--- src/hw/rtl/clcd_pkg.sv ---
// ----------------------------------------------------------------------------
// clcd_pkg: shared types and constants for the character LCD bus controller
// Transaction types, command classes, sequencer phases and bus constants.
// ----------------------------------------------------------------------------
`timescale 1ns / 1ps

package clcd_pkg;

    // operation codes of an input transaction
    localparam logic [2:0] OP_TICK    = 3'd0;
    localparam logic [2:0] OP_INIT    = 3'd1;
    localparam logic [2:0] OP_WR_INST = 3'd2;
    localparam logic [2:0] OP_WR_DATA = 3'd3;
    localparam logic [2:0] OP_GOTO    = 3'd4;

    localparam logic [15:0] TICKS_PER_MS_RESET = 16'd1000;

    localparam logic [7:0] GOTO_BASE  = 8'h80;
    localparam logic [7:0] GOTO_ROW1  = 8'h40;
    localparam logic [7:0] ADDR_MAX   = 8'hCF;
    localparam logic [3:0] NIB_WAKE   = 4'h3;
    localparam logic [3:0] NIB_4BIT   = 4'h2;
    localparam int         BUSY_BIT   = 3;    // bit 7 of the byte, in the upper nibble

    // init sequence steps
    localparam logic [3:0] STEP_NONE  = 4'd0;
    localparam logic [3:0] STEP_START = 4'd1;
    localparam logic [3:0] STEP_POLL  = 4'd9;

    typedef struct packed {
        logic [2:0] operation;
        logic [7:0] byte_value;
        logic       row;
        logic [7:0] column;
        logic [3:0] bus_nibble;
    } t_in_item;

    typedef struct packed {
        logic       rs_line;
        logic       rw_line;
        logic       enable_line;
        logic [3:0] bus_out;
        logic       bus_drive;
        logic       ready_res;
        logic [1:0] status;
    } t_out_item;

    typedef enum logic [1:0] {
        ST_OK    = 2'd0,
        ST_BUSY  = 2'd1,
        ST_RANGE = 2'd2
    } t_status;

    typedef enum logic [1:0] {
        CMD_TICK,
        CMD_INIT,
        CMD_BYTE,
        CMD_DROP
    } t_cmd_kind;

    typedef struct packed {
        t_cmd_kind  kind;
        logic [7:0] byte_value;
        logic       select;
        logic [3:0] bus_nibble;
    } t_cmd;

    typedef enum logic [2:0] {
        PH_IDLE,
        PH_WAIT,
        PH_RD_HI,
        PH_RD_LO,
        PH_WR_HI,
        PH_WR_LO
    } t_phase;

    // instructions written after the wake-up nibbles
    function automatic logic [7:0] init_byte(input logic [3:0] step);
        logic [7:0] b;
        unique case (step)
            4'd10:   b = 8'h28;
            4'd11:   b = 8'h08;
            4'd12:   b = 8'h01;
            4'd13:   b = 8'h06;
            4'd14:   b = 8'h0C;
            default: b = 8'h00;
        endcase
        return b;
    endfunction

endpackage

--- src/hw/rtl/clcd_fifo.sv ---
// ----------------------------------------------------------------------------
// clcd_fifo: small register queue
// Generic first-in first-out buffer, DEPTH of at least 2.
// ----------------------------------------------------------------------------
`timescale 1ns / 1ps

module clcd_fifo #(
    parameter int WIDTH = 8,
    parameter int DEPTH = 2
) (
    input  logic             i_clk,
    input  logic             i_rst_n,
    input  logic             i_push,
    input  logic [WIDTH-1:0] i_data,
    output logic             o_full,
    input  logic             i_pop,
    output logic [WIDTH-1:0] o_data,
    output logic             o_empty
);

    localparam int PW = $clog2(DEPTH);
    localparam int CW = $clog2(DEPTH + 1);

    logic [WIDTH-1:0] r_mem [DEPTH];
    logic [PW-1:0]    r_wr, n_wr;
    logic [PW-1:0]    r_rd, n_rd;
    logic [CW-1:0]    r_count, n_count;
    logic             w_do_push;
    logic             w_do_pop;

    assign o_full    = (r_count == CW'(DEPTH));
    assign o_empty   = (r_count == '0);
    assign o_data    = r_mem[r_rd];
    assign w_do_push = i_push && !o_full;
    assign w_do_pop  = i_pop && !o_empty;

    always_comb begin
        n_wr    = r_wr;
        n_rd    = r_rd;
        n_count = r_count;
        if (w_do_push) begin
            n_wr = (r_wr == PW'(DEPTH - 1)) ? '0 : r_wr + 1'b1;
        end
        if (w_do_pop) begin
            n_rd = (r_rd == PW'(DEPTH - 1)) ? '0 : r_rd + 1'b1;
        end
        if (w_do_push && !w_do_pop) begin
            n_count = r_count + 1'b1;
        end else if (!w_do_push && w_do_pop) begin
            n_count = r_count - 1'b1;
        end
    end

    always_ff @(posedge i_clk) begin
        if (!i_rst_n) begin
            r_wr    <= '0;
            r_rd    <= '0;
            r_count <= '0;
        end else begin
            r_wr    <= n_wr;
            r_rd    <= n_rd;
            r_count <= n_count;
        end
    end

    always_ff @(posedge i_clk) begin
        if (w_do_push) begin
            r_mem[r_wr] <= i_data;
        end
    end

endmodule

--- src/hw/rtl/clcd_front.sv ---
// ----------------------------------------------------------------------------
// clcd_front: command intake
// Classifies each input transaction, forms and range-checks goto addresses,
// and queues the result for the bus sequencer.
// ----------------------------------------------------------------------------
`timescale 1ns / 1ps

module clcd_front #(
    parameter int DEPTH = 2
) (
    input  logic              i_clk,
    input  logic              i_rst_n,
    input  logic              i_push,
    output logic              o_full,
    input  clcd_pkg::t_in_item i_item,
    output clcd_pkg::t_cmd    o_cmd,
    output logic              o_cmd_valid,
    input  logic              i_cmd_pop
);

    clcd_pkg::t_cmd w_cmd;
    logic [7:0]     w_addr;
    logic           w_empty;

    assign w_addr = (clcd_pkg::GOTO_BASE | (i_item.row ? clcd_pkg::GOTO_ROW1 : 8'h00))
                  + i_item.column;

    always_comb begin
        w_cmd.kind       = clcd_pkg::CMD_TICK;
        w_cmd.byte_value = i_item.byte_value;
        w_cmd.select     = 1'b0;
        w_cmd.bus_nibble = i_item.bus_nibble;
        unique case (i_item.operation)
            clcd_pkg::OP_INIT: begin
                w_cmd.kind = clcd_pkg::CMD_INIT;
            end
            clcd_pkg::OP_WR_INST: begin
                w_cmd.kind = clcd_pkg::CMD_BYTE;
            end
            clcd_pkg::OP_WR_DATA: begin
                w_cmd.kind   = clcd_pkg::CMD_BYTE;
                w_cmd.select = 1'b1;
            end
            clcd_pkg::OP_GOTO: begin
                w_cmd.byte_value = w_addr;
                // address wraps at 8 bits, so a low result is out of range too
                if (w_addr[7] && (w_addr <= clcd_pkg::ADDR_MAX)) begin
                    w_cmd.kind = clcd_pkg::CMD_BYTE;
                end else begin
                    w_cmd.kind = clcd_pkg::CMD_DROP;
                end
            end
            default: begin
                w_cmd.kind = clcd_pkg::CMD_TICK;
            end
        endcase
    end

    clcd_fifo #(
        .WIDTH ($bits(clcd_pkg::t_cmd)),
        .DEPTH (DEPTH)
    ) u_cmd_q (
        .i_clk   (i_clk),
        .i_rst_n (i_rst_n),
        .i_push  (i_push),
        .i_data  (w_cmd),
        .o_full  (o_full),
        .i_pop   (i_cmd_pop),
        .o_data  (o_cmd),
        .o_empty (w_empty)
    );

    assign o_cmd_valid = !w_empty;

endmodule

--- src/hw/rtl/clcd_seq.sv ---
// ----------------------------------------------------------------------------
// clcd_seq: bus sequencer
// Executes one queued transaction per cycle unless the result queue is full:
// busy-flag polls, nibble strobes, init waits, and the pin levels shown for that tick.
// ----------------------------------------------------------------------------
`timescale 1ns / 1ps

module clcd_seq (
    input  logic                i_clk,
    input  logic                i_rst_n,
    input  logic [15:0]         i_ticks_per_ms,
    input  clcd_pkg::t_cmd      i_cmd,
    input  logic                i_cmd_valid,
    output logic                o_cmd_pop,
    input  logic                i_res_full,
    output logic                o_res_push,
    output clcd_pkg::t_out_item o_res
);

    clcd_pkg::t_phase r_phase, n_phase;
    logic [19:0]      r_dc, n_dc;
    logic [3:0]       r_step, n_step;
    logic [7:0]       r_pb, n_pb;
    logic             r_sel, n_sel;
    logic [3:0]       r_ru, n_ru;
    logic             r_sh, n_sh;
    logic             r_rs, n_rs;
    logic             r_rw, n_rw;
    logic             r_en, n_en;
    logic             r_drv, n_drv;
    logic [3:0]       r_nib, n_nib;

    logic [15:0] w_len;
    logic [19:0] w_strobe;
    logic [19:0] w_wait15;
    logic [19:0] w_wait6;
    logic [19:0] w_wait2;
    logic        w_step;

    assign w_len    = (i_ticks_per_ms == 16'd0) ? 16'd1 : i_ticks_per_ms;
    assign w_strobe = {4'd0, w_len};
    assign w_wait15 = {w_len, 4'd0} - w_strobe;
    assign w_wait6  = {2'd0, w_len, 2'd0} + {3'd0, w_len, 1'b0};
    assign w_wait2  = {3'd0, w_len, 1'b0};

    assign w_step     = i_cmd_valid && !i_res_full;
    assign o_cmd_pop  = w_step;
    assign o_res_push = w_step;

    always_comb begin
        logic             v_done;
        logic             v_finish;
        logic             v_release;
        logic             s_rs, s_rw, s_en, s_drv;
        logic [3:0]       s_nib;
        clcd_pkg::t_status v_status;

        n_phase   = r_phase;
        n_dc      = r_dc;
        n_step    = r_step;
        n_pb      = r_pb;
        n_sel     = r_sel;
        n_ru      = r_ru;
        n_sh      = r_sh;
        n_rs      = r_rs;
        n_rw      = r_rw;
        n_en      = r_en;
        n_drv     = r_drv;
        n_nib     = r_nib;
        v_status  = clcd_pkg::ST_OK;
        v_finish  = 1'b0;
        v_release = 1'b0;

        // command part of the transaction
        if (i_cmd.kind != clcd_pkg::CMD_TICK) begin
            if (r_phase != clcd_pkg::PH_IDLE) begin
                v_status = clcd_pkg::ST_BUSY;
            end else begin
                unique case (i_cmd.kind)
                    clcd_pkg::CMD_INIT: begin
                        n_rs    = 1'b0;
                        n_rw    = 1'b0;
                        n_en    = 1'b0;
                        n_drv   = 1'b1;
                        n_step  = clcd_pkg::STEP_START;
                        n_phase = clcd_pkg::PH_WAIT;
                        n_dc    = w_wait15;
                    end
                    clcd_pkg::CMD_BYTE: begin
                        n_pb    = i_cmd.byte_value;
                        n_sel   = i_cmd.select;
                        n_sh    = 1'b0;
                        n_phase = clcd_pkg::PH_RD_HI;
                        n_dc    = w_strobe;
                    end
                    clcd_pkg::CMD_DROP: begin
                        v_status = clcd_pkg::ST_RANGE;
                    end
                    default: begin
                    end
                endcase
            end
        end

        // tick part
        v_done = (n_dc[19:1] == 19'd0);
        unique case (n_phase)
            clcd_pkg::PH_WAIT: begin
                n_en = 1'b0;
                if (v_done) begin
                    n_dc     = '0;
                    v_finish = 1'b1;
                end else begin
                    n_dc = n_dc - 20'd1;
                end
            end
            clcd_pkg::PH_RD_HI: begin
                n_rs  = 1'b0;
                n_rw  = 1'b1;
                n_en  = 1'b1;
                n_drv = 1'b0;
                if (v_done) begin
                    n_dc = '0;
                    if (!n_sh) begin
                        n_ru = i_cmd.bus_nibble;
                    end
                    n_phase = clcd_pkg::PH_RD_LO;
                end else begin
                    n_dc = n_dc - 20'd1;
                end
            end
            clcd_pkg::PH_RD_LO: begin
                n_rs  = 1'b0;
                n_rw  = 1'b1;
                n_en  = 1'b0;
                n_drv = 1'b0;
                if (!n_sh) begin
                    n_sh    = 1'b1;
                    n_phase = clcd_pkg::PH_RD_HI;
                    n_dc    = w_strobe;
                end else if (n_ru[clcd_pkg::BUSY_BIT]) begin
                    // still busy: poll again
                    n_sh    = 1'b0;
                    n_phase = clcd_pkg::PH_RD_HI;
                    n_dc    = w_strobe;
                end else if (n_step == clcd_pkg::STEP_POLL) begin
                    v_finish = 1'b1;
                end else begin
                    n_sh    = 1'b0;
                    n_phase = clcd_pkg::PH_WR_HI;
                    n_dc    = w_strobe;
                end
            end
            clcd_pkg::PH_WR_HI, clcd_pkg::PH_WR_LO: begin
                n_nib = n_sh ? n_pb[3:0] : n_pb[7:4];
                n_drv = 1'b1;
                n_rs  = n_sel;
                n_rw  = 1'b0;
                n_en  = (n_phase == clcd_pkg::PH_WR_HI);
                if (n_phase == clcd_pkg::PH_WR_HI) begin
                    if (v_done) begin
                        n_dc    = '0;
                        n_phase = clcd_pkg::PH_WR_LO;
                    end else begin
                        n_dc = n_dc - 20'd1;
                    end
                end else if (!n_sh) begin
                    n_sh    = 1'b1;
                    n_phase = clcd_pkg::PH_WR_HI;
                    n_dc    = w_strobe;
                end else begin
                    // wake-up nibbles keep the bus driven through their wait
                    v_release = !(n_step == 4'd2 || n_step == 4'd4 ||
                                  n_step == 4'd6 || n_step == 4'd8);
                    v_finish  = 1'b1;
                end
            end
            default: begin
                n_phase = clcd_pkg::PH_IDLE;
                n_en    = 1'b0;
            end
        endcase

        s_rs  = n_rs;
        s_rw  = n_rw;
        s_en  = n_en;
        s_drv = n_drv;
        s_nib = n_nib;
        if (v_release) begin
            n_drv = 1'b0;
        end

        // end of an action: next init step, or back to idle
        if (v_finish) begin
            if (n_step != clcd_pkg::STEP_NONE) begin
                n_step = n_step + 4'd1;
                unique case (n_step)
                    4'd1: begin
                        n_phase = clcd_pkg::PH_WAIT;
                        n_dc    = w_wait15;
                    end
                    4'd3: begin
                        n_phase = clcd_pkg::PH_WAIT;
                        n_dc    = w_wait6;
                    end
                    4'd5, 4'd7: begin
                        n_phase = clcd_pkg::PH_WAIT;
                        n_dc    = w_wait2;
                    end
                    4'd2, 4'd4, 4'd6, 4'd8: begin
                        n_pb    = {4'd0, (n_step == 4'd8) ? clcd_pkg::NIB_4BIT
                                                          : clcd_pkg::NIB_WAKE};
                        n_sel   = 1'b0;
                        n_sh    = 1'b1;
                        n_phase = clcd_pkg::PH_WR_HI;
                        n_dc    = w_strobe;
                    end
                    4'd9: begin
                        n_sh    = 1'b0;
                        n_phase = clcd_pkg::PH_RD_HI;
                        n_dc    = w_strobe;
                    end
                    4'd10, 4'd11, 4'd12, 4'd13, 4'd14: begin
                        n_pb    = clcd_pkg::init_byte(n_step);
                        n_sel   = 1'b0;
                        n_sh    = 1'b0;
                        n_phase = clcd_pkg::PH_RD_HI;
                        n_dc    = w_strobe;
                    end
                    default: begin
                        n_step  = clcd_pkg::STEP_NONE;
                        n_phase = clcd_pkg::PH_IDLE;
                    end
                endcase
            end else begin
                n_phase = clcd_pkg::PH_IDLE;
            end
        end

        o_res.rs_line     = s_rs;
        o_res.rw_line     = s_rw;
        o_res.enable_line = s_en;
        o_res.bus_out     = s_drv ? s_nib : 4'd0;
        o_res.bus_drive   = s_drv;
        o_res.ready_res   = (n_phase == clcd_pkg::PH_IDLE);
        o_res.status      = v_status;
    end

    always_ff @(posedge i_clk) begin
        if (!i_rst_n) begin
            r_phase <= clcd_pkg::PH_IDLE;
            r_dc    <= '0;
            r_step  <= clcd_pkg::STEP_NONE;
            r_pb    <= '0;
            r_sel   <= 1'b0;
            r_ru    <= '0;
            r_sh    <= 1'b0;
            r_rs    <= 1'b0;
            r_rw    <= 1'b0;
            r_en    <= 1'b0;
            r_drv   <= 1'b0;
            r_nib   <= '0;
        end else if (w_step) begin
            r_phase <= n_phase;
            r_dc    <= n_dc;
            r_step  <= n_step;
            r_pb    <= n_pb;
            r_sel   <= n_sel;
            r_ru    <= n_ru;
            r_sh    <= n_sh;
            r_rs    <= n_rs;
            r_rw    <= n_rw;
            r_en    <= n_en;
            r_drv   <= n_drv;
            r_nib   <= n_nib;
        end
    end

endmodule

--- src/hw/rtl/char_lcd_nibble_bus_controller_core.sv ---
// ----------------------------------------------------------------------------
// char_lcd_nibble_bus_controller_core: 4-bit character LCD bus controller
// Path: an accepted transaction is registered in the command queue, then the
// sequencer step writes its result into the result queue.
// Throughput: one transaction per cycle while the result queue is not full.
// Reset: synchronous, clears both queues, the sequencer and ticks_per_ms to 1000.
// ----------------------------------------------------------------------------
`timescale 1ns / 1ps

module char_lcd_nibble_bus_controller_core #(
    parameter int CMD_DEPTH = 2,
    parameter int RES_DEPTH = 2
) (
    input  logic                i_clk,
    input  logic                i_rst_n,
    input  logic                i_cfg_we,
    input  logic [15:0]         i_cfg_wdata,
    input  logic                push,
    output logic                full,
    input  clcd_pkg::t_in_item  i_in_item,
    output logic                empty,
    input  logic                pop,
    output clcd_pkg::t_out_item o_out_item
);

    logic [15:0]         r_ticks_per_ms;
    clcd_pkg::t_cmd      w_cmd;
    logic                w_cmd_valid;
    logic                w_cmd_pop;
    logic                w_res_full;
    logic                w_res_push;
    clcd_pkg::t_out_item w_res;

    always_ff @(posedge i_clk) begin
        if (!i_rst_n) begin
            r_ticks_per_ms <= clcd_pkg::TICKS_PER_MS_RESET;
        end else if (i_cfg_we) begin
            r_ticks_per_ms <= i_cfg_wdata;
        end
    end

    clcd_front #(
        .DEPTH (CMD_DEPTH)
    ) u_front (
        .i_clk       (i_clk),
        .i_rst_n     (i_rst_n),
        .i_push      (push),
        .o_full      (full),
        .i_item      (i_in_item),
        .o_cmd       (w_cmd),
        .o_cmd_valid (w_cmd_valid),
        .i_cmd_pop   (w_cmd_pop)
    );

    clcd_seq u_seq (
        .i_clk          (i_clk),
        .i_rst_n        (i_rst_n),
        .i_ticks_per_ms (r_ticks_per_ms),
        .i_cmd          (w_cmd),
        .i_cmd_valid    (w_cmd_valid),
        .o_cmd_pop      (w_cmd_pop),
        .i_res_full     (w_res_full),
        .o_res_push     (w_res_push),
        .o_res          (w_res)
    );

    clcd_fifo #(
        .WIDTH ($bits(clcd_pkg::t_out_item)),
        .DEPTH (RES_DEPTH)
    ) u_res_q (
        .i_clk   (i_clk),
        .i_rst_n (i_rst_n),
        .i_push  (w_res_push),
        .i_data  (w_res),
        .o_full  (w_res_full),
        .i_pop   (pop),
        .o_data  (o_out_item),
        .o_empty (empty)
    );

endmodule

--- config.mk ---
export PLATFORM = sky130hd
export DESIGN_NAME = char_lcd_nibble_bus_controller_core
export DESIGN_NICKNAME = d
export VERILOG_FILES = /design/src/hw/rtl/clcd_pkg.sv /design/src/hw/rtl/clcd_fifo.sv /design/src/hw/rtl/clcd_front.sv /design/src/hw/rtl/clcd_seq.sv /design/src/hw/rtl/char_lcd_nibble_bus_controller_core.sv
export SDC_FILE = /design/constraint.sdc
export NUM_CORES = 1
export LEC_CHECK = 0
export ABC_CLOCK_PERIOD_IN_PS = 11400
export BUFFER_PORTS_ARGS = -buffer_cell sky130_fd_sc_hd__buf_2
export CORE_ASPECT_RATIO = 0.6
export CORE_MARGIN = 4
export CORE_UTILIZATION = 50
export CTS_BUF_LIST = sky130_fd_sc_hd__clkbuf_16
export DETAILED_ROUTE_END_ITERATION = 7
export MAX_ROUTING_LAYER = met4
export PLACE_DENSITY = 0.69
export SYNTH_ARGS = -nofsm -noshare
export SYNTH_HDL_FRONTEND = slang
export SYNTH_SLANG_ARGS = --single-unit
export TNS_END_PERCENT = 50
--- constraint.sdc ---
create_clock -name i_clk -period 11.4 [get_ports i_clk]
set_input_delay 1.71 -clock i_clk [delete_from_list [all_inputs] [get_ports i_clk]]
set_output_delay 1.71 -clock i_clk [all_outputs]
set_load 0.05 [all_outputs]
== Word level (Yosys, flattened, before mapping) ==
Memory sizes are Yosys's and may differ from the RTL's. A register that Yosys moved wholly into a read port is not among the register bits.
Index checks and enable logic that the tools add are counted.

* Add/sub/neg operators: 13
* $lt $le $gt $ge: 1
* Eq/ne operators: 33
* Mux-type cells: 108
* Bitwise logic cells: 1
* Reduce and logical (&&, ||, !) cells: 45

{| class="wikitable"
|+ Operators with widths
! kind !! number
|-
| 20-bit two-way mux || 10
|-
| 20-bit case mux with 4 select lines || 1
|-
| 20-bit case mux with 3 select lines || 1
|-
| 8-bit two-way mux || 6
|-
| 1-bit two-way mux || 47
|-
| 20-bit case mux with 2 select lines || 1
|-
| 4-bit equality test (second input constant) || 9
|-
| 4-bit two-way mux || 9
|-
| 3-bit two-way mux || 11
|-
| 6-bit case mux with 5 select lines || 1
|-
| 4-bit by 3-bit equality test with 1-bit output (second input constant) || 6
|-
| 20-bit by 1-bit subtractor with 20-bit output (second input constant) || 1
|-
| 20-bit by 16-bit subtractor with 20-bit output || 1
|-
| 18-bit by 17-bit adder with 19-bit output || 1
|-
| 19-bit zero test || 1
|-
| 16-bit zero test || 1
|-
| 16-bit two-way mux || 1
|-
| 8-bit case mux with 2 select lines || 1
|-
| 2-bit two-way mux || 7
|-
| 14-bit OR reduction || 1
|-
| 3-bit by 2-bit equality test with 1-bit output (second input constant) || 4
|-
| 4-bit by 2-bit equality test with 1-bit output (second input constant) || 3
|-
| 1-bit case mux with 2 select lines || 6
|-
| 3-bit case mux with 4 select lines || 1
|-
| 32 further kinds || 70
|}

* Register bits: 72
* Memory bits (writable): 52
* Input bits: 45
* Output and inout bits: 13
* Logic and storage cells: 221
* Memories: 2

{| class="wikitable"
|+ Memory list
! name !! depth !! width !! read ports !! clocked after memory_dff !! write ports !! line !! source
|-
| u_front.u_cmd_q.r_mem || 2 || 15 || 1 || 1 || 1 || clcd_fifo.sv:24 || <nowiki>logic [WIDTH-1:0] r_mem [DEPTH];</nowiki>
|-
| u_res_q.r_mem || 2 || 11 || 1 || 1 || 1 || clcd_fifo.sv:24 ||
|}

== Longest topological paths before layout ==
Gate-level depths: netlist (run 1).

* Depth after elaboration: 13
* Gate-level depth with buffers: 25
* Gate-level depth less buffers: 18

== By module ==
A second synthesis (run 1) with hierarchy kept.

* Cells, all modules: 1201
* Area total of the unflattened synthesis: 9855.7 µm²

{| class="wikitable"
|+ Modules (own cells, without submodules)
! module !! instances !! cells each !! area an instance (µm²)
|-
| clcd_seq || 1 || 983 || 6729.0
|-
| clcd_fifo (u_front.u_cmd_q) || 1 || 72 || 1316.3
|-
| clcd_fifo (u_res_q) || 1 || 59 || 1023.5
|-
| char_lcd_nibble_bus_controller_core || 1 || 51 || 600.6
|-
| clcd_front || 1 || 36 || 186.4
|}

== Worst setup path before layout (run 1) ==
No wires, ideal clock.

* Path kind: register -> register
* From: register r_ticks_per_ms[12]
* To: register u_seq.r_dc[14]
* Data arrival time: 5283 ps
* Required time: 11315 ps
* Slack: 6032 ps
* Stages on the path, launching flop included: 22
* Buffers on the path: 4
* Period minus slack after synthesis: 5368 ps
* Path through: dfxtp_1 -> inv_1 -> ha_1 -> and4_1 -> buf_2 -> nand3_1 -> buf_2 -> buf_1 -> nand2_1 -> ha_1 -> nor4bb_1 -> a21boi_0 -> o2111a_1 -> nor2_2 -> xnor2_1 -> a221o_1 -> or4_4 -> or4b_4 -> a21boi_4 -> buf_4 -> nor3_1 -> o31ai_2

* Cells in the longest elaborated chain, start to end: 13

{| class="wikitable"
|+ RTL lines
! item !! line !! source
|-
| start, declared || char_lcd_nibble_bus_controller_core.sv:26 || <nowiki>logic [15:0] r_ticks_per_ms;</nowiki>
|-
| start signal, assigned || char_lcd_nibble_bus_controller_core.sv:36 || <nowiki>r_ticks_per_ms <= clcd_pkg::TICKS_PER_MS_RESET;</nowiki>
|-
| start signal, assigned || char_lcd_nibble_bus_controller_core.sv:38 || <nowiki>r_ticks_per_ms <= i_cfg_wdata;</nowiki>
|-
| 16-bit zero test || clcd_seq.sv:40 || <nowiki>assign w_len = (i_ticks_per_ms == 16'd0) ? 16'd1 : i_ticks_per_ms;</nowiki>
|-
| 16-bit two-way mux (*) || clcd_seq.sv:40 ||
|-
| 20-bit by 16-bit subtractor with 20-bit output || clcd_seq.sv:42 || <nowiki>assign w_wait15 = {w_len, 4'd0} - w_strobe;</nowiki>
|-
| 20-bit case mux with 2 select lines || clcd_seq.sv:79 || <nowiki>unique case (i_cmd.kind)</nowiki>
|-
| 20-bit two-way mux || clcd_seq.sv:76 || <nowiki>if (r_phase != clcd_pkg::PH_IDLE) begin</nowiki>
|-
| 20-bit two-way mux || clcd_seq.sv:75 || <nowiki>if (i_cmd.kind != clcd_pkg::CMD_TICK) begin</nowiki>
|-
| 20-bit by 1-bit subtractor with 20-bit output, or another cell as far along || clcd_seq.sv:114, clcd_seq.sv:129, clcd_seq.sv:165 ||
|-
| 20-bit two-way mux, on equally long branches || n/a ||
|-
| 20-bit two-way mux, on equally long branches || clcd_seq.sv:160, clcd_seq.sv:137 ||
|-
| 20-bit case mux with 3 select lines || clcd_seq.sv:107 || <nowiki>unique case (n_phase)</nowiki>
|-
| 20-bit case mux with 4 select lines || clcd_seq.sv:197 || <nowiki>unique case (n_step)</nowiki>
|-
| 20-bit two-way mux || clcd_seq.sv:195 || <nowiki>if (n_step != clcd_pkg::STEP_NONE) begin</nowiki>
|-
| 20-bit two-way mux (*) || clcd_seq.sv:194 || <nowiki>if (v_finish) begin</nowiki>
|-
| end signal, assigned || clcd_seq.sv:265 || <nowiki>r_dc <= n_dc;</nowiki>
|-
| end, declared || clcd_seq.sv:21 || <nowiki>logic [19:0] r_dc, n_dc;</nowiki>
|}

Mark *: on every way between the ends. The rest lies on a longest branch, timed or not.
A chain may end at the register's enable or synchronous reset.

== Worst setup path in the final report (run 1) ==
* From: register r_ticks_per_ms[4]
* To: register u_seq.r_dc[5]

Same word-level chain as after synthesis.

==> out/metrics.cfg, run 1 <==
[place]
io_buffers = 54
gp_congestion = 1.024
place_hpwl_mm = 23.45
place_area_sq_um = 9916
place_ws_ps = 3951
placed_cells = 1414

[logic_synthesis]
synthTopCellsByArea = dfxtp_1 15%, edfxtp_1 15%, ha_1 7.0%
synth_edf_count = 46
async_flop_share_pct = 0
yosys_warnings = 0
netlist_instances = 1170
syn_avg_cell_area_sq_um = 8.112
ys_ff_latch = 117
seq_area_frac_synth_pct = 29.53
synth_top_area_share_pct = 14.97
synth_flop_cell = dfxtp_1
synth_top_cell_by_area = dfxtp_1
ys_types = 93
synth_area_sq_um = 9492
synth_nets = 1269

[floorplan]
io_pins = 58
coreArea_sq_um = 18350
die_area_sq_um = 21320
initial_utilization_pct = 51.72
rows = 38
die_h_um = 114.7
chipWidth_um = 185.9

[critical_path]
endpoint_kind = flip-flop
reg2regPathDepth = 17
cp-start-kind = flip-flop
cp_top_family = simple AND/OR/NAND/NOR gates
crit_required_ps = 11720
critPathArrivalTime_ps = 8240
cpMaxStageDelayCell = a2111oi_0
criticalPathCategory = reg2reg
path_cells = inv_1 > ha_1 > nand4b_1 > o21ai_0 > ha_1 > nor4bb_1 > o21ai_0 > a2111oi_0 > buf_4 > o31ai_1 > mux2i_1 > and3_1 > nand4_1 > or4b_4 > a21boi_4 > nor2_2 > a2111oi_2
worstSetupPathDepth = 17
path_buf_inv = 2
cp_slowest_stage_delay_ps = 1030
critical_path.max_fanout = 15

[finish]
multiInputGateArea_sq_um = 6193
final_cell_mix = 128 x nand2_1, 103 x nor2_1, 84 x a21oi_1
finalNonFillerCells = 1446
nFillCells = 1724
area_growth_pct = 11.42
fin_area_sq_um = 10580
antenna_cells = 0
layout_commonest_cell = nand2_1
nets = 1292
fin_util_pct = 57.62
layout-drive-gt1-share_pct = 13.27
seq_area_sq_um = 2803

[cts]
cts_hold_buf = 0
cts_setup_buffers = 0
cts_made_buffers = 17
ctsResizeCount = 0
cts_tree = yes
ctsRootBufferMaster = clkbuf_16
cts_buffer_depth = 2
ctsHtreeMaxLevel = 4
path_clk_slew_ps = 60
cts_sinks = 117
insertion_delay_ps = 440

[global_route]
grt_pass1_vias = 8498
grt_start_max_net_pins = 45
grt_pass1_wl_mm = 48.94
grt_overflow = 0
track_usage_pct = 30.73
antenna_found_initial = 0

[pwr]
power_mw = 2.844
p_leak_nw = 4.149
vdd_ir_drop_max_v = 0.0002161
pwr_density_cell_nw_per_um2 = 268.9

[run_status]
outcome = complete, no violations

[timing]
max-slew-margin-rel_pct = 20.81
hold_viol = 0
maxSlewViolCount = 0
tns_ps = 0
final.setup.worst_slack_ps = 3483
rsz0062_at_grt = false
fin_crit_sh_pct = 69.45
fmax_mhz = 126.3
post-route-min-period_ps = 7917
finClkSkew_ps = 16.36
setup_violations = 0
hold_slack_ps = 452.4
worst_pin_slew_ps = 1158

[drt]
drt_iter0_markers = 1387
num_vias = 9483
first_pass_iters = 6
viasPerCell = 6.558
drc = 0
wl_per_cell_um = 21.84
ant_nets = 0
wl_mm = 31.58

[run]
maxCapViolCount = 0

[hold_path]
hold_path_class = reg2reg
hold_path_depth = 2

[layout make-up]
type                    count  share of cell area [%]
clock inverters            14                   1.976
repair buffers             72                   3.833
clock buffers              18                   4.259
multi-input cells         928                   58.57
inverters                  57                   2.023
flip-flops and latches    117                   26.50
well taps                 240                   2.840
[Yosys cell counts (15+ instances only)]
| cell type | n |
|---|---|
| clkbuf_1 | 49 |
| a31oi_1 | 21 |
| mux2_2 | 21 |
| mux2i_1 | 31 |
| xnor2_1 | 24 |
| ha_1 | 53 |
| edfxtp_1 | 46 |
| inv_1 | 55 |
| o211ai_1 | 15 |
| nor2_1 | 103 |
| a21oi_1 | 84 |
| nand3_1 | 34 |
| o21ai_0 | 76 |
| dfxtp_1 | 71 |
| nor3_1 | 33 |
| nand2_1 | 128 |
| o22ai_1 | 29 |
| xor2_1 | 18 |
[layer usage]
layer / vias up / GRT usage (%) / part of all wire (%)
li1: 4415 / - / -
met1: 4405 / 46.29 / 47
met2: 613 / 35.72 / 35
met3: 50 / 14.41 / 16
met4: 0 / 7.132 / 1.5
met5: - / - / 0
[power breakdown]
part / internal, mW / switching [mW] / total [mW]
sequential: 0.556 / 0.0769 / 0.633
clock: 0.399 / 0.203 / 0.602
combinational: 0.523 / 1.09 / 1.61
total: 1.48 / 1.37 / 2.84
[kinds of logic (layout without fill, tap and decap cells)]
kind of cell,Yosys count,after routing,synth area share (%)
compound gates,373,373,27.31
xor+xnor,42,42,3.876
fa+ha+maj,55,55,7.303
buf+inv,125,161,5.365
flops,117,117,29.53
mux,52,52,5.761
simple gates,406,406,20.85
[sequential cells by signal, summed over array words and instances (netlist names), named ones only]
signal                   cells
u_front.u_cmd_q.r_count      2
u_seq.r_step                 4
u_seq.r_ru                   1
u_seq.r_pb                   8
u_res_q.r_mem               22
u_seq.r_phase                3
u_seq.r_rs                   1
u_res_q.r_rd                 1
u_seq.r_sh                   1
r_ticks_per_ms              16
u_front.u_cmd_q.r_rd         1
u_front.u_cmd_q.r_wr         1
u_seq.r_sel                  1
u_res_q.r_count              2
u_front.u_cmd_q.r_mem       24
u_seq.r_nib                  4
u_seq.r_drv                  1
u_seq.r_dc                  20
u_seq.r_rw                   1
u_res_q.r_wr                 1
[final timing paths]
| check | from | endpoint | slack, ps |
|---|---|---|---|
| worst max-delay path | r_ticks_per_ms[4] | u_seq.r_dc[5] | 3480 |
| worst min-delay path | u_seq.r_drv | u_seq.r_drv | 450 |
| worst max register to register | r_ticks_per_ms[4] | u_seq.r_dc[5] | 3480 |
| worst min register to register | u_seq.r_drv | u_seq.r_drv | 450 |
[worst min-delay path, cell delays in order, from the launching register on]
cell and delay, ps:
dfxtp_1 300, nand2_1 50, a21oi_1 50
Note: power is estimated with default switching activity, not from simulation.
==> inputs of run 2 (changes only) <==
- ABC_CLOCK_PERIOD_IN_PS: 11400 -> 8310
- clock period: 11.4 -> 8.31 ns (I/O delays scaled with it)
==> run 2 against run 1 <==
- worst hold slack is essentially flat
- non-clock buffer count increased by 2
- clock power up 28%
- sequential power grew 37%
- highest routed layer unchanged
- largest cell class unchanged
- critical path depth grew 1
- first-iteration DRC count up 25%
- worst setup slack worse by 1900 ps
- critical endpoint is now u_seq.r_dc[15]
==> out/metrics.cfg, run 2 (synthesis gave the netlist of run 1 again) <==
[run_status]
outcome = complete, no violations

[drt]
drc = 0  ; unchanged
first_pass_iters = 6  ; unchanged
ant_nets = 0  ; unchanged
num_vias = 9678  ; +2.1%
wl_per_cell_um = 21.89  ; +0.21%
drt_iter0_markers = 1730  ; +25%
viasPerCell = 6.684  ; +1.9%
wl_mm = 31.69  ; +0.35%

[cts]
cts_tree = yes
insertion_delay_ps = 430  ; about the same
cts_sinks = 117  ; unchanged
cts_hold_buf = 0  ; unchanged
cts_setup_buffers = 0  ; unchanged
cts_buffer_depth = 2  ; unchanged
path_clk_slew_ps = 70  ; about the same
ctsRootBufferMaster = clkbuf_16
ctsHtreeMaxLevel = 4  ; unchanged
cts_made_buffers = 17  ; unchanged
ctsResizeCount = 0  ; unchanged

[finish]
top_regs = u_front.u_cmd_q.r_mem: 24 flops, u_res_q.r_mem: 22 flops, u_seq.r_dc: 20 flops
final_cell_mix = 128 x nand2_1, 103 x nor2_1, 84 x a21oi_1
area_growth_pct = 11.01
layout_commonest_cell = nand2_1
largest-register = u_front.u_cmd_q.r_mem
finalNonFillerCells = 1448  ; +0.14%
nFillCells = 1713  ; -0.64%
nets = 1294  ; +0.15%
antenna_cells = 0  ; unchanged
fin_area_sq_um = 10540  ; -0.37%
fin_util_pct = 57.41  ; -0.21 points
layout-drive-gt1-share_pct = 13.66  ; +0.39 points
largest_register_ffs = 24  ; unchanged

[critical_path]
timing.critical_path.mode_cell = ha_1
reg2regPathDepth = 18  ; +1
path_cells = inv_1 > ha_1 > and4b_1 > nand3_1 > nand2_1 > ha_1 > nor4bb_1 > a21boi_0 > o2111ai_1 > a21o_1 > a211oi_1 > a41oi_1 > or4_4 > or4b_4 > a21boi_4 > buf_4 > nor4_1 > o31ai_1
cp_top_family = simple AND/OR/NAND/NOR gates
critical_path.max_fanout = 11  ; -4
rr_endpoint = u_seq.r_dc[15]
crit_required_ps = 8630  ; -3090 ps
critPathArrivalTime_ps = 7090  ; -1150 ps
cpMaxStageDelayCell = dfxtp_1
endpoint_kind = flip-flop
criticalPathCategory = reg2reg
rr_startpoint = r_ticks_per_ms[4]
cp-start-kind = flip-flop
regToRegSetupSlack_ps = 1540  ; -1950 ps
path_buf_inv = 2  ; unchanged
cp_slowest_stage_delay_ps = 690  ; -340 ps

[hold_path]
hold_path_depth = 2  ; unchanged
hold_path_class = reg2reg
worstHoldEndpoint = u_seq.r_pb[6]
hp-start = u_seq.r_pb[6]

[pwr]
vdd_ir_drop_max_v = 0.0003821  ; +77%
pwr_density_cell_nw_per_um2 = 368.0  ; +37%
p_leak_nw = 4.122  ; -0.65%

[place]
placed_cells = 1416  ; +0.14%
place_hpwl_mm = 23.45  ; about the same
gp_congestion = 1.026  ; +0.21%
place_area_sq_um = 9931  ; +0.15%
io_buffers = 54  ; unchanged

[timing]
post-route-min-period_ps = 6775  ; -1143 ps
fmax_mhz = 147.6  ; +17%
rsz0062_at_grt = false
max-slew-margin-rel_pct = 20.78  ; -0.031 points
fin_crit_sh_pct = 81.52  ; +12 points
tns_ps = 0  ; unchanged
hold_viol = 0  ; unchanged
worst_pin_slew_ps = 1185  ; +27.54 ps
maxSlewViolCount = 0  ; unchanged
setup_violations = 0  ; unchanged
finClkSkew_ps = 12.54  ; -3.819 ps

[global_route]
grt_pass1_wl_mm = 49.31  ; +0.75%
antenna_found_initial = 0  ; unchanged
grt_overflow = 0  ; unchanged
grt_pass1_vias = 8589  ; +1.1%
grt_start_max_net_pins = 45  ; unchanged
track_usage_pct = 30.76  ; about the same

[floorplan]
die_area_sq_um = 21320  ; unchanged
initial_utilization_pct = 51.72  ; unchanged
coreArea_sq_um = 18350  ; unchanged
die_h_um = 114.7  ; unchanged
rows = 38  ; unchanged
chipWidth_um = 185.9  ; unchanged
io_pins = 58  ; unchanged

[run]
maxCapViolCount = 0  ; unchanged

-- run 2: worst register-to-register path: cells and delay by family (launching register included) --
kind	cells	cell delay, ps
flops	1	690
buf+inv	2	520
compound gates	7	2330
fa+ha+maj	2	720
simple gates	7	2400
-- run 2: worst max-delay path by stage --
| stage | start | endpoint | slack, ps | cells past startpoint |
|---|---|---|---|---|
| 6_report | r_ticks_per_ms[4] | u_seq.r_dc[15] | 1540 | 18 |
| 5_1_grt | r_ticks_per_ms[4] | u_seq.r_dc[8] | 1350 | 18 |
| 4_1_cts | r_ticks_per_ms[4] | u_seq.r_dc[15] | 1830 | 18 |
| 3_5_place_dp | r_ticks_per_ms[4] | u_seq.r_dc[15] | 1880 | 18 |
| 3_3_place_gp | r_ticks_per_ms[4] | u_seq.r_dc[15] | 1950 | 18 |
| 2_1_floorplan | r_ticks_per_ms[12] | u_seq.r_dc[14] | 2940 | 21 |
-- run 2: power breakdown --
part | internal, mW | switching [mW] | leakage, nW
clock network | 0.455 | 0.315 | 0.290
registers | 0.762 | 0.107 | 1.02
logic | 0.732 | 1.51 | 2.82
-- run 2: through the flow --
stage / worst slack [ps] / hold WS (ps) / power (mW)
after CTS: 1834 / 452.6 / 3.783
final: 1535 / 452.2 / 3.878
after global placement: 1951 / 438.9 / 2.979
after detailed placement: 1884 / 443.8 / 3.006
after global routing: 1351 / 473.6 / 4.080
after floorplan: 2942 / 432.2 / 2.422
-- run 2: layer usage --
layer | up-vias | track usage (%) | part of all wire, %
li1 | 4414 | - | -
met1 | 4535 | 48.84 | 48
met2 | 666 | 35.96 | 35
met3 | 63 | 10.35 | 16
met4 | 0 | 6.744 | 1.5
met5 | - | - | 0
-- run 2: area by class of cell --
cell class	count	area (sq um)	area share (%)
multi-input cells	928	6193	58.78
clock buffers	17	425.4	4.038
well taps	240	300.3	2.850
repair buffers	74	420.4	3.990
inverters	57	214.0	2.031
clock inverters	15	180.2	1.710
flip-flops and latches	117	2803	26.60
==> inputs of run 3 (changes only) <==
- ABC_CLOCK_PERIOD_IN_PS: 8310 -> 6500
- clock period: 8.31 -> 6.5 ns (I/O delays scaled with it)
==> run 3 against run 2 <==
- critical path depth increased by 2
- via count about the same
- final cell count increased by 2.8%
- maximum frequency rose by 11%
- critical endpoint unchanged
- sequential share of layout area shrank 0.67 points
- first-iteration DRC count shrank 13%
- combinational power increased by 33%
- core utilization increased by 1.5 points
- worst hold slack improved by 4.9 ps
- highest routed layer unchanged
- register-to-register slack worse by 1200 ps
- critical path type unchanged
==> out/metrics.cfg, run 3 (synthesis gave the netlist of run 1 again) <==
[run_status]
outcome = complete, no violations

[critical_path]
regToRegSetupSlack_ps = 380  ; -1150 ps
path_buf_inv = 5  ; +3
cp_slowest_stage_delay_ps = 750  ; +60 ps
critical_path.max_fanout = 8  ; -3
path_cells = inv_1 > ha_1 > nand4_1 > o21ai_0 > ha_1 > nor4bb_1 > buf_4 > o21ai_0 > a2111oi_1 > buf_4 > or4b_4 > a21o_1 > a41oi_1 > or4_4 > nor4b_4 > o21ai_1 > buf_4 > a2111oi_1 > buf_4 > o31ai_1
crit_required_ps = 6770  ; -1860 ps
critPathArrivalTime_ps = 6390  ; -700 ps
cp-start-kind = flip-flop
endpoint_kind = flip-flop
startpoint = r_ticks_per_ms[13]
criticalPathCategory = reg2reg
reg2regPathDepth = 20  ; +2
timing.critical_path.mode_cell = buf_4
rr_endpoint = u_seq.r_dc[15]
cpMaxStageDelayCell = a2111oi_1
cp_top_family = compound AO/OA/AOI/OAI gates
rr_startpoint = r_ticks_per_ms[13]

[finish]
nets = 1334  ; +3.1%
fin_area_sq_um = 10810  ; +2.6%
nFillCells = 1664  ; -2.9%
largest-register = u_front.u_cmd_q.r_mem
fin_util_pct = 58.88  ; +1.5 points
final_cell_mix = 128 x nand2_1, 103 x nor2_1, 84 x a21oi_1
layout_commonest_cell = nand2_1
area_growth_pct = 13.85
largest_register_ffs = 24  ; unchanged
finalNonFillerCells = 1488  ; +2.8%
top_regs = u_front.u_cmd_q.r_mem: 24 flops, u_res_q.r_mem: 22 flops, u_seq.r_dc: 20 flops
antenna_cells = 0  ; unchanged
seq_area_sq_um = 2803  ; unchanged
multiInputGateArea_sq_um = 6196  ; about the same
layout-drive-gt1-share_pct = 16.11  ; +2.4 points

[floorplan]
rows = 38  ; unchanged
coreArea_sq_um = 18350  ; unchanged
die_h_um = 114.7  ; unchanged
initial_utilization_pct = 51.72  ; unchanged
chipWidth_um = 185.9  ; unchanged
die_area_sq_um = 21320  ; unchanged
io_pins = 58  ; unchanged

[place]
gp_congestion = 1.053  ; +2.6%
placed_cells = 1456  ; +2.8%
place_ws_ps = 464.5  ; -1419 ps
place_hpwl_mm = 24.33  ; +3.8%
place_area_sq_um = 10240  ; +3.2%
io_buffers = 54  ; unchanged

[hold_path]
hold_path_depth = 2  ; unchanged
hp-start = u_seq.r_pb[7]
hold_path_class = reg2reg
worstHoldEndpoint = u_seq.r_pb[7]

[cts]
ctsRootBufferMaster = clkbuf_16
path_clk_slew_ps = 60  ; about the same
cts_buffer_depth = 2  ; unchanged
cts_made_buffers = 17  ; unchanged
cts_sinks = 117  ; unchanged
ctsHtreeMaxLevel = 4  ; unchanged
cts_tree = yes
insertion_delay_ps = 430  ; about the same

[timing]
fmax_mhz = 163.5  ; +11%
setup_violations = 0  ; unchanged
hold_viol = 0  ; unchanged
hold_slack_ps = 457.1  ; +4.917 ps
finClkSkew_ps = 12.61  ; +0.07120 ps
maxSlewViolCount = 0  ; unchanged
fin_crit_sh_pct = 94.09  ; +13 points
rsz0062_at_grt = false
worst_pin_slew_ps = 1210  ; +24.42 ps
tns_ps = 0  ; unchanged
max-slew-margin-rel_pct = 19.05  ; -1.7 points
final.setup.worst_slack_ps = 384.0  ; -1151 ps
post-route-min-period_ps = 6116  ; -658.5 ps

[drt]
ant_nets = 0  ; unchanged
wl_per_cell_um = 21.86  ; -0.11%
drt_iter0_markers = 1504  ; -13%
drc = 0  ; unchanged
first_pass_iters = 7  ; +1
viasPerCell = 6.510  ; -2.6%
num_vias = 9687  ; +0.093%
wl_mm = 32.53  ; +2.7%

[global_route]
grt_pass1_vias = 8759  ; +2.0%
antenna_found_initial = 1  ; +1
grt_start_max_net_pins = 44  ; -2.2%
grt_overflow = 0  ; unchanged
grt_pass1_wl_mm = 50.11  ; +1.6%
track_usage_pct = 31.54  ; +0.78 points

[pwr]
p_leak_nw = 4.291  ; +4.1%
pwr_density_cell_nw_per_um2 = 460.8  ; +25%
power_mw = 4.980  ; +28%
vdd_ir_drop_max_v = 0.0003236  ; -15%

[run]
maxCapViolCount = 0  ; unchanged

-- run 3: what timing repair did --
item	in CTS	in global routing
setup buffers	0	0
setup endpoints to repair	0	1
hold endpoints to repair	0	0
hold buffers	0	0
resized for setup	0	2
-- run 3: worst min-delay path: stages (launching register included) --
cell and delay [ps]:
dfxtp_1 310, nand2_1 50, a21oi_1 50
-- run 3: cell type report --
class | instances | share of cell area (%)
multi-input cells | 928 | 57.33
flip-flops and latches | 117 | 25.93
repair buffers | 114 | 6.785
clock buffers | 18 | 4.168
well taps | 240 | 2.779
inverters | 57 | 1.980
clock inverters | 14 | 1.019
-- run 3: routing by layer --
metal  vias up  track usage (%)  routed length (um)
met5         -                -                   0
met4         0            7.812                 482
met3        57            14.83                5512
met2       641            36.11               11460
met1      4496            47.78               15080
li1       4493                -                   -
-- run 3: worst max path at each step --
stage                           endpoint  slack (ps)  depth (start not counted)
final                     u_seq.r_dc[15]         380                         20
after global routing      u_seq.r_dc[15]         140                         21
after CTS                 u_seq.r_dc[15]         420                         20
after detailed placement  u_seq.r_dc[15]         460                         20
after global placement    u_seq.r_dc[15]         490                         20
after floorplan           u_seq.r_dc[14]        1130                         21
-- run 3: power by group --
part	internal [mW]	switching, mW
Sequential	0.975	0.127
Combinational	1.01	1.97
Clock	0.542	0.356
Total	2.52	2.46
